<file path="config.mk">
export PLATFORM = sky130hd
export DESIGN_NAME = pcfa_addr_check
export DESIGN_NICKNAME = d
export VERILOG_FILES = /design/src/hw/rtl/pcfa_pkg.sv /design/src/hw/rtl/pcfa_addr_check.sv
export SDC_FILE = /design/constraint.sdc
export NUM_CORES = 1
export LEC_CHECK = 0
export ABC_AREA = 1
export ABC_CLOCK_PERIOD_IN_PS = 1900
export BUFFER_PORTS_ARGS = -buffer_cell sky130_fd_sc_hd__clkbuf_2
export CAP_MARGIN = 10
export CORE_MARGIN = 8
export CORE_UTILIZATION = 40
export DETAILED_ROUTE_END_ITERATION = 10
export PLACE_DENSITY = 0.66
export SLEW_MARGIN = 10
export SYNTH_ARGS = -nofsm -noshare
export SYNTH_HDL_FRONTEND = slang
export SYNTH_SLANG_ARGS = --single-unit
export TNS_END_PERCENT = 50
</file>
<file path="constraint.sdc">
create_clock -name clk -period 1.9 [get_ports clk]
set_input_delay 0.38 -clock clk [delete_from_list [all_inputs] [get_ports clk]]
set_output_delay 0.38 -clock clk [all_outputs]
set_load 0.1 [all_outputs]
</file>
<file path="src/hw/rtl/pcfa_pkg.sv">
package pcfa_pkg;

  localparam int PAGE_SHIFT = 12;
  localparam int PAGE_NUM_W = 32 - PAGE_SHIFT;

  localparam logic CMD_ALLOC = 1'b0;
  localparam logic CMD_FREE  = 1'b1;

  localparam logic [1:0] STATUS_OK       = 2'd0;
  localparam logic [1:0] STATUS_BAD_FREE = 2'd1;
  localparam logic [1:0] STATUS_NO_MEM   = 2'd2;

  localparam logic REG_REGION_START = 1'b0;
  localparam logic REG_REGION_END   = 1'b1;

  localparam logic [31:0] REGION_START_RESET = 32'h8000_0000;
  localparam logic [31:0] REGION_END_RESET   = 32'h8800_0000;

endpackage

</file>
<file path="src/hw/rtl/pcfa_addr_check.sv">
module pcfa_addr_check #(
  parameter int MAX_PAGES = 32768
) (
  input  logic                         clk,
  input  logic [31:0]                  address,
  input  logic [31:0]                  region_start,
  input  logic [31:0]                  region_end,
  output logic                         bad,
  output logic [$clog2(MAX_PAGES)-1:0] idx
);

  localparam int IDX_W = $clog2(MAX_PAGES);
  localparam int PNW   = pcfa_pkg::PAGE_NUM_W;
  localparam logic [PNW:0] PAGE_LIMIT = (PNW + 1)'(MAX_PAGES);

  logic [PNW-1:0] page_diff;
  logic           misaligned;
  logic           below;
  logic           above;
  logic           too_far;

  // The address is at or above region_start whenever the index is used, so the
  // page difference cannot wrap.
  assign page_diff  = address[31:pcfa_pkg::PAGE_SHIFT] -
                      region_start[31:pcfa_pkg::PAGE_SHIFT];
  assign misaligned = |address[pcfa_pkg::PAGE_SHIFT-1:0];
  assign below      = address < region_start;
  assign above      = address >= region_end;
  assign too_far    = {1'b0, page_diff} >= PAGE_LIMIT;

  always_ff @(posedge clk) begin
    bad <= misaligned | below | above | too_far;
    idx <= page_diff[IDX_W-1:0];
  end

endmodule

</file>
; ---- Word level (Yosys, flattened, before mapping)
; Cells that the tools add are included.
[totals]
ff_bits = 16
latchBits = 0
ram_bits = 0
romBits = 0
in_bits = 97
out_inout_bits = 16
n_memories = 0
[classes]
n_addsub = 1
n_mul = 0
div = 0
n_lt_le_gt_ge = 3
n_eq_ne = 0
shift = 0
n_mux = 0
n_bitwise = 3
n_reduce_logical = 1
[op_table]
columns = cell, n
row1 = $ge A32 B32 Y1, 1
row2 = $lt A32 B32 Y1, 1
row3 = $ge A20 B16 Y1 const B, 1
row4 = $sub A20 B20 Y20, 1
row5 = $reduce_or A12 Y1, 1
row6 = $or A1 B1 Y1, 3

; ---- Longest topological paths before layout
; Gate-level depths: netlist of the first run.
[depth]
word_depth = 4
depth_mapped = 19

; ---- Worst setup path after synthesis of the first run
; No wires, ideal clock.
[synth_timing]
kind = input port to flip-flop
startpoint = in address[12]
endpoint = reg bad
setup_ps = 115
arrival_time_ps = 1836
path_slack_ps = -51
path_stages = 15
path_buffers = 0
cell_sequence = inv_1 > ha_1 > fa_1 > inv_1 > nand2_1 > nand2_2 > nand2_1 > nand2_2 > nand2_1 > nand2_1 > nand2_1 > nand2_1 > nand3_1 > nor3_2 > nand2_1
[synth_via]
elab_chain_cells = 4
[synth_lines]
columns = item, line_no
row1 = from (decl), pcfa_addr_check.sv:5  ; input logic [31:0] address,
row2 = branches (longest 3 deep; another with $sub A20 B20 Y20), n/a
row3 = $or A1 B1 Y1 *, pcfa_addr_check.sv:32  ; bad <= misaligned | below | above | too_far;
row4 = to (signal assigned), pcfa_addr_check.sv:32
row5 = to (decl), pcfa_addr_check.sv:8  ; output logic bad,
; Every way passes the cells marked *.

; ---- Worst setup path after layout of the first run
[layout_timing]
startpoint = in address[15]
endpoint = reg bad
; The elaborated chain is that of the path after synthesis.

==> out/results.md, run 1 <==
Die
• 0.01088 mm^2 — die area
• 40.77% — Starting Density
• 113 — I/O pins
• 0.007647 mm^2 — total core area
• 32 — std cell rows
• 104.3 um — DIE WIDTH
• 104.3 um — die outline height

Layout
• 778 — fill cell total of the finished layout
• 33.38% — fraction of final layout cells sized beyond drive strength 1
• 44.50% — area growth from synthesis to final layout
• sky130_fd_sc_hd__nand2_1 — most frequent standard cell in the layout excluding fill and tap cells
• 148 x sky130_fd_sc_hd__nand2_1, 133 x sky130_fd_sc_hd__inv_1, 112 x sky130_fd_sc_hd__clkbuf_2 — commonest cells after routing, fill and taps aside
• 58.92% — utilization after layout
• 0 — antenna diode instance count
• 864 — nets@finish

Worst setup path
• sky130_fd_sc_hd__nand2_1 — cell type with the highest occurrence count on the critical path
• 15 — cell depth of the worst setup path
• clkbuf_2 > ha_4 > buf_4 > nand2_1 > nand2_1 > nand2_1 > nand2_1 > nand2_1 > nand3_2 > nand2_1 > nand3_1 > nand2_1 > nand3_1 > nor3_2 > nand2_1 — series of cell instances along the critical path
• simple AND/OR/NAND/NOR gates — cell type group with the largest total delay on the critical path
• flip-flop — kind of end point of the critical path
• sky130_fd_sc_hd__ha_4 — slowest library cell on the worst path
• 1960 ps — endpoint arrival time on the critical path
• 2 — combined buffer and inverter count along the critical path
• 3 — biggest fanout along the worst timing path
• in2reg — type of the worst setup path
• 250 ps — delay contributed by the slowest stage of the critical path
• primary input — type of origin of the critical path
• 2050 ps — required time of the worst setup path

Detailed routing
• 0 — remaining number of nets flagged by the antenna check after routing
• 11.65 um — drt wl/cell
• 4.506 — via density per instance
• 0 — remaining design rule violation count
• 9353 um — overall routed net length
• 3618 — overall via count from detail_route
• 89 — First DRT Iteration DRCs
• 4 — number of iterations in the first detailed-routing pass

Logic synthesis
• sky130_fd_sc_hd__ha_1 26%, sky130_fd_sc_hd__nand2_1 19%, sky130_fd_sc_hd__inv_1 16% — leading post-synthesis cells by cell area
• 533 — instance count of the mapped netlist
• 5.850 um^2 — post-synthesis average cell area
• 10.27% — portion of the post-synthesis area used by sequential elements
• 25.68% — area share of the leading cell type in the synthesized netlist
• 16 — number of storage elements in the synthesis netlist
• 0.003118 mm^2 — Cell Area, Synth
• 0 — count of synthesis-stage warnings from yosys
• sky130_fd_sc_hd__ha_1 — Synth area leader
• 695 — Synth Net Count
• 29 — count of unique library cells instantiated by Yosys

Placement
• 0.8805 — routability congestion estimate
• 8245 um — total half-perimeter wirelength after legalization and detailed placement
• 112 — IO buf count

Timing
• 547.7 ps — slew at the pin with the worst max-slew slack
• 0 — number of endpoints with negative hold slack in the final report
• 1813 ps — shortest period the worst path allows
• 0 — final-report setup violation count
• 0 ps — final sum of negative setup slack
• 0 — final-report max-slew violation count
• 63.64% — worst slew margin relative to its limit
• 551.5 MHz — f_max
• 95.44% — final worst path period share

Power and ir drop
• 0.0003664 V — worst vdd rail ir drop
• 2.357 mW — power after layout
• 523.1 mW/mm^2 — total power per unit cell area
• 2.792 nW — leakage

Min path
• in2reg — class of the worst hold path
• 3 — count of cells along the worst hold path

Global route
• 3639 — via count of the first global-routing pass
• 29.19% — met2 track demand over resource in global routing
• 0 — gr ovfl total
• 10 — pin count of the biggest net entering global routing
• 15110 um — first-pass GRT wire length
• 3.160% — met3 demand-to-capacity share in global routing
• met2 — grt peak-use layer
• 16.02% — Total Routing Usage GR
• 0 — antenna violations before repair
• 18.94% — met1 layer usage reported by global route

Clocking
• 3 — number of CTS-inserted buffers
• built — CTS tree
• 1 — H-tree levels
• sky130_fd_sc_hd__clkbuf_8 — library cell used as clock root buffer
• 0 — # hold bufs at CTS
• 16 — sink count of the clock tree
• 70 ps — Reg clk slew, reported paths
• 2 — maximum count of clock buffers along a single path

Run
• 0 — Maximum Capacitance Violations

Run status
• finished, final reports clean — status

[tightest hold or removal path: stages]
cell                       delay [ps]
sky130_fd_sc_hd__clkbuf_2         120
sky130_fd_sc_hd__ha_4             140
sky130_fd_sc_hd__inv_1             40
[cell families (layout without fill, tap and decap cells)]
logic type                 after synthesis  in the layout  share of synthesized area, %
xor gates and xnor gates                 7              7                         1.966
buffers and inverters                  139            307                         16.77
DFF                                     16             16                         10.27
adders and majority gates               65             65                         26.32
AOI/OAI and AO/OA                       44             44                         7.785
and+or+nand+nor                        262            262                         36.88
[path summary, 6_finish.rpt]
check                       startpoint  endpoint  slack (ps)
worst max-delay path       address[15]       bad          90
worst min-delay path  region_start[12]    idx[0]         480
[timing repair]
| action | 4_1_cts | 5_1_grt |
|---|---|---|
| setup buffers | 0 | 1 |
| endpoints found under the setup margin | 0 | 1 |
| hold endpoints to repair | 0 | 0 |
| gates resized for setup | 0 | 48 |
[cells in the mapped netlist]
| cell type | number |
|---|---|
| sky130_fd_sc_hd__a211oi_1 | 2 |
| sky130_fd_sc_hd__a21o_1 | 1 |
| sky130_fd_sc_hd__a21oi_1 | 29 |
| sky130_fd_sc_hd__a21oi_2 | 2 |
| sky130_fd_sc_hd__and2_1 | 1 |
| sky130_fd_sc_hd__buf_2 | 1 |
| sky130_fd_sc_hd__dfxtp_1 | 16 |
| sky130_fd_sc_hd__fa_1 | 1 |
| sky130_fd_sc_hd__ha_1 | 64 |
| sky130_fd_sc_hd__inv_1 | 135 |
| sky130_fd_sc_hd__inv_2 | 3 |
| sky130_fd_sc_hd__nand2_1 | 160 |
| sky130_fd_sc_hd__nand2_2 | 10 |
| sky130_fd_sc_hd__nand3_1 | 26 |
| sky130_fd_sc_hd__nand3_2 | 2 |
| sky130_fd_sc_hd__nand3_4 | 1 |
| sky130_fd_sc_hd__nand3b_1 | 4 |
| sky130_fd_sc_hd__nand4_1 | 8 |
| sky130_fd_sc_hd__nor2_1 | 33 |
| sky130_fd_sc_hd__nor2_2 | 4 |
| sky130_fd_sc_hd__nor2_4 | 1 |
| sky130_fd_sc_hd__nor3_1 | 8 |
| sky130_fd_sc_hd__nor3_2 | 2 |
| sky130_fd_sc_hd__nor4_1 | 2 |
| sky130_fd_sc_hd__o21a_1 | 2 |
| sky130_fd_sc_hd__o21ai_0 | 7 |
| sky130_fd_sc_hd__o21bai_1 | 1 |
| sky130_fd_sc_hd__xnor2_1 | 6 |
| sky130_fd_sc_hd__xor2_1 | 1 |
[layout make-up]
class / instances / area [um^2] / area share [%]
timing repair buffer: 165 / 958.4 / 21.27
clock buffer: 4 / 55.05 / 1.222
tap: 102 / 127.6 / 2.833
multi-input combinational: 378 / 2526 / 56.07
sequential: 16 / 320.3 / 7.109
inverter: 138 / 518.0 / 11.50
[flip-flops by register name, indices dropped and copies added, names as in the netlist]
register / cells
idx: 15
bad: 1
[stage by stage]
| stage | std cells | hold slack [ps] | instance area, um^2 | setup slack (ps) |
|---|---|---|---|---|
| after floorplan | 533 | 598.3 | 3123 | 41.48 |
| after global placement | 798 | 737.1 | 4197 | -230.5 |
| after detailed placement | 798 | 736.6 | 4197 | -197.1 |
| after CTS | 802 | 475.5 | 4252 | 64.91 |
| after global routing | 803 | 477.0 | 4506 | -33.03 |
| final | 803 | 476.0 | 4506 | 86.70 |
[power breakdown]
part	switching, mW	total (mW)	internal, mW
logic	1.07	1.63	0.560
registers	0.0161	0.415	0.399
clock network	0.128	0.312	0.184
total	1.21	2.36	1.14
[per-layer routing]
layer	wire length, um	vias up
met5	0	-
met1	4204	1541
met3	405	11
met2	4614	81
met4	128	0
li1	-	1985
Power figures use the tool's default switching activity.
==> run 2: changes to the inputs <==
- CORE_MARGIN: 8 -> 1
- PLACE_DENSITY: 0.66 -> 0.77
==> out/results.md, run 2 (synthesized netlist as in run 1, its figures left out) <==
Placement
• 0.004253 mm^2 — Placement Cell Area
• 112 — IO buf count
• 0.9281 — routability congestion estimate
• 7616 um — total half-perimeter wirelength after legalization and detailed placement

Die
• 90.29 um — DIE WIDTH
• 0.008152 mm^2 — die area
• 113 — I/O pins
• 90.29 um — die outline height
• 31 — std cell rows
• 42.09% — Starting Density
• 0.007408 mm^2 — total core area

Timing
• 424.5 ps — Hold Worst Slack
• 554.1 MHz — f_max
• 550.1 ps — slew at the pin with the worst max-slew slack
• 0 — final-report setup violation count
• 1805 ps — shortest period the worst path allows
• 94.99% — final worst path period share
• 63.48% — worst slew margin relative to its limit
• 0 — number of endpoints with negative hold slack in the final report
• 0 — final-report max-slew violation count

Layout
• 872 — nets@finish
• 0.002571 mm^2 — area taken by multi-input logic gates
• 35.68% — fraction of final layout cells sized beyond drive strength 1
• 0 — antenna diode instance count
• 320.3 um^2 — area occupied by registers
• 15 — Largest register FFs
• sky130_fd_sc_hd__nand2_1 — most frequent standard cell in the layout excluding fill and tap cells
• 138 x sky130_fd_sc_hd__nand2_1, 132 x sky130_fd_sc_hd__inv_1, 110 x sky130_fd_sc_hd__clkbuf_2 — commonest cells after routing, fill and taps aside
• 692 — fill cell total of the finished layout
• 0.004629 mm^2 — post-route standard cell area excluding fillers
• idx (15), bad (1) — registers with the most flip-flops
• idx — largest reg by FF count
• 48.48% — area growth from synthesis to final layout

Clocking
• 16 — sink count of the clock tree
• 3 — number of CTS-inserted buffers
• built — CTS tree
• 2 — maximum count of clock buffers along a single path
• sky130_fd_sc_hd__clkbuf_8 — library cell used as clock root buffer
• 1 — H-tree levels
• 0 — # hold bufs at CTS
• 60 ps — Reg clk slew, reported paths

Global route
• 0 — antenna violations before repair
• 3515 — via count of the first global-routing pass
• 14510 um — first-pass GRT wire length
• 10 — pin count of the biggest net entering global routing
• 0 — gr ovfl total
• 20.96% — Total Routing Usage GR

Detailed routing
• 8721 um — overall routed net length
• 0 — remaining design rule violation count
• 10.79 um — drt wl/cell
• 0 — remaining number of nets flagged by the antenna check after routing
• 3707 — overall via count from detail_route
• 150 — First DRT Iteration DRCs
• 4.588 — via density per instance
• 4 — number of iterations in the first detailed-routing pass

Worst setup path
• region_start[12] — critical path startpoint
• sky130_fd_sc_hd__fa_2 — slowest library cell on the worst path
• 2100 ps — required time of the worst setup path
• primary input — type of origin of the critical path
• flip-flop — kind of end point of the critical path
• 3 — biggest fanout along the worst timing path
• 2000 ps — endpoint arrival time on the critical path
• in2reg — type of the worst setup path
• buf_6 > ha_4 > fa_2 > inv_2 > nand2_2 > nand2_4 > nand2_2 > nand2_2 > xnor2_2 > nand2_1 > nor2_1 > nand3_1 > nand2_1 > inv_1 > nand2_1 — series of cell instances along the critical path
• 380 ps — delay contributed by the slowest stage of the critical path

Run
• 0 — Maximum Capacitance Violations

Power and ir drop
• 2.380 mW — power after layout
• 514.2 mW/mm^2 — total power per unit cell area
• 2.840 nW — leakage
• 0.0003345 V — worst vdd rail ir drop

Min path
• in2reg — class of the worst hold path
• region_start[12] — startpoint of the lowest-slack hold path

Run status
• finished, final reports clean — status

==> run 2: path summary, 6_finish.rpt <==
kind              slack (ps)  cells after the start      to
hold / removal           420                      3  idx[0]
setup / recovery         100                     15     bad
==> run 2: through the flow <==
stage | setup WS (ps) | setup TNS, ps | std cells | util, %
3_5_place_dp | -233.5 | -233.5 | 803 | 57.41
4_1_cts | 24.60 | 0 | 807 | 58.15
2_1_floorplan | 41.48 | 0 | 533 | -
3_3_place_gp | -215.9 | -215.9 | 803 | 57.41
6_report | 95.12 | 0 | 808 | 62.49
5_1_grt | -21.31 | -21.31 | 808 | 62.49
==> run 2: timing repair <==
action,CTS,global route
setup endpoints to repair,0,1
hold endpoints to repair,0,0
resized for setup,0,67
buffers inserted,0,1
==> run 2: where the power goes <==
part | internal, mW | total (mW) | switching (mW)
registers | 0.399 | 0.414 | 0.0142
clock network | 0.184 | 0.293 | 0.109
logic | 0.593 | 1.67 | 1.08
==> run 2: critical path: cells and delay by family <==
kind / cells / cell delay (ps)
XOR/XNOR: 1 / 140
adder cells (fa/ha/maj): 2 / 540
buffers and inverters: 3 / 230
AND/OR/NAND/NOR: 9 / 700
==> run 2: final cells by class <==
class	instances	area share, %
Multi-Input combinational cell	378	55.54
Tap cell	99	2.676
Sequential cell	16	6.919
Inverter	138	11.24
Timing Repair Buffer	173	22.43
Clock buffer	4	1.189
==> run 2: per-layer routing <==
layer,up-vias,GRT usage [%],share of wire (%)
met5,-,0,0
met2,86,39.63,50
met4,0,3.898,1.4
li1,2003,-,-
met3,11,1.178,3.5
met1,1607,26.11,45
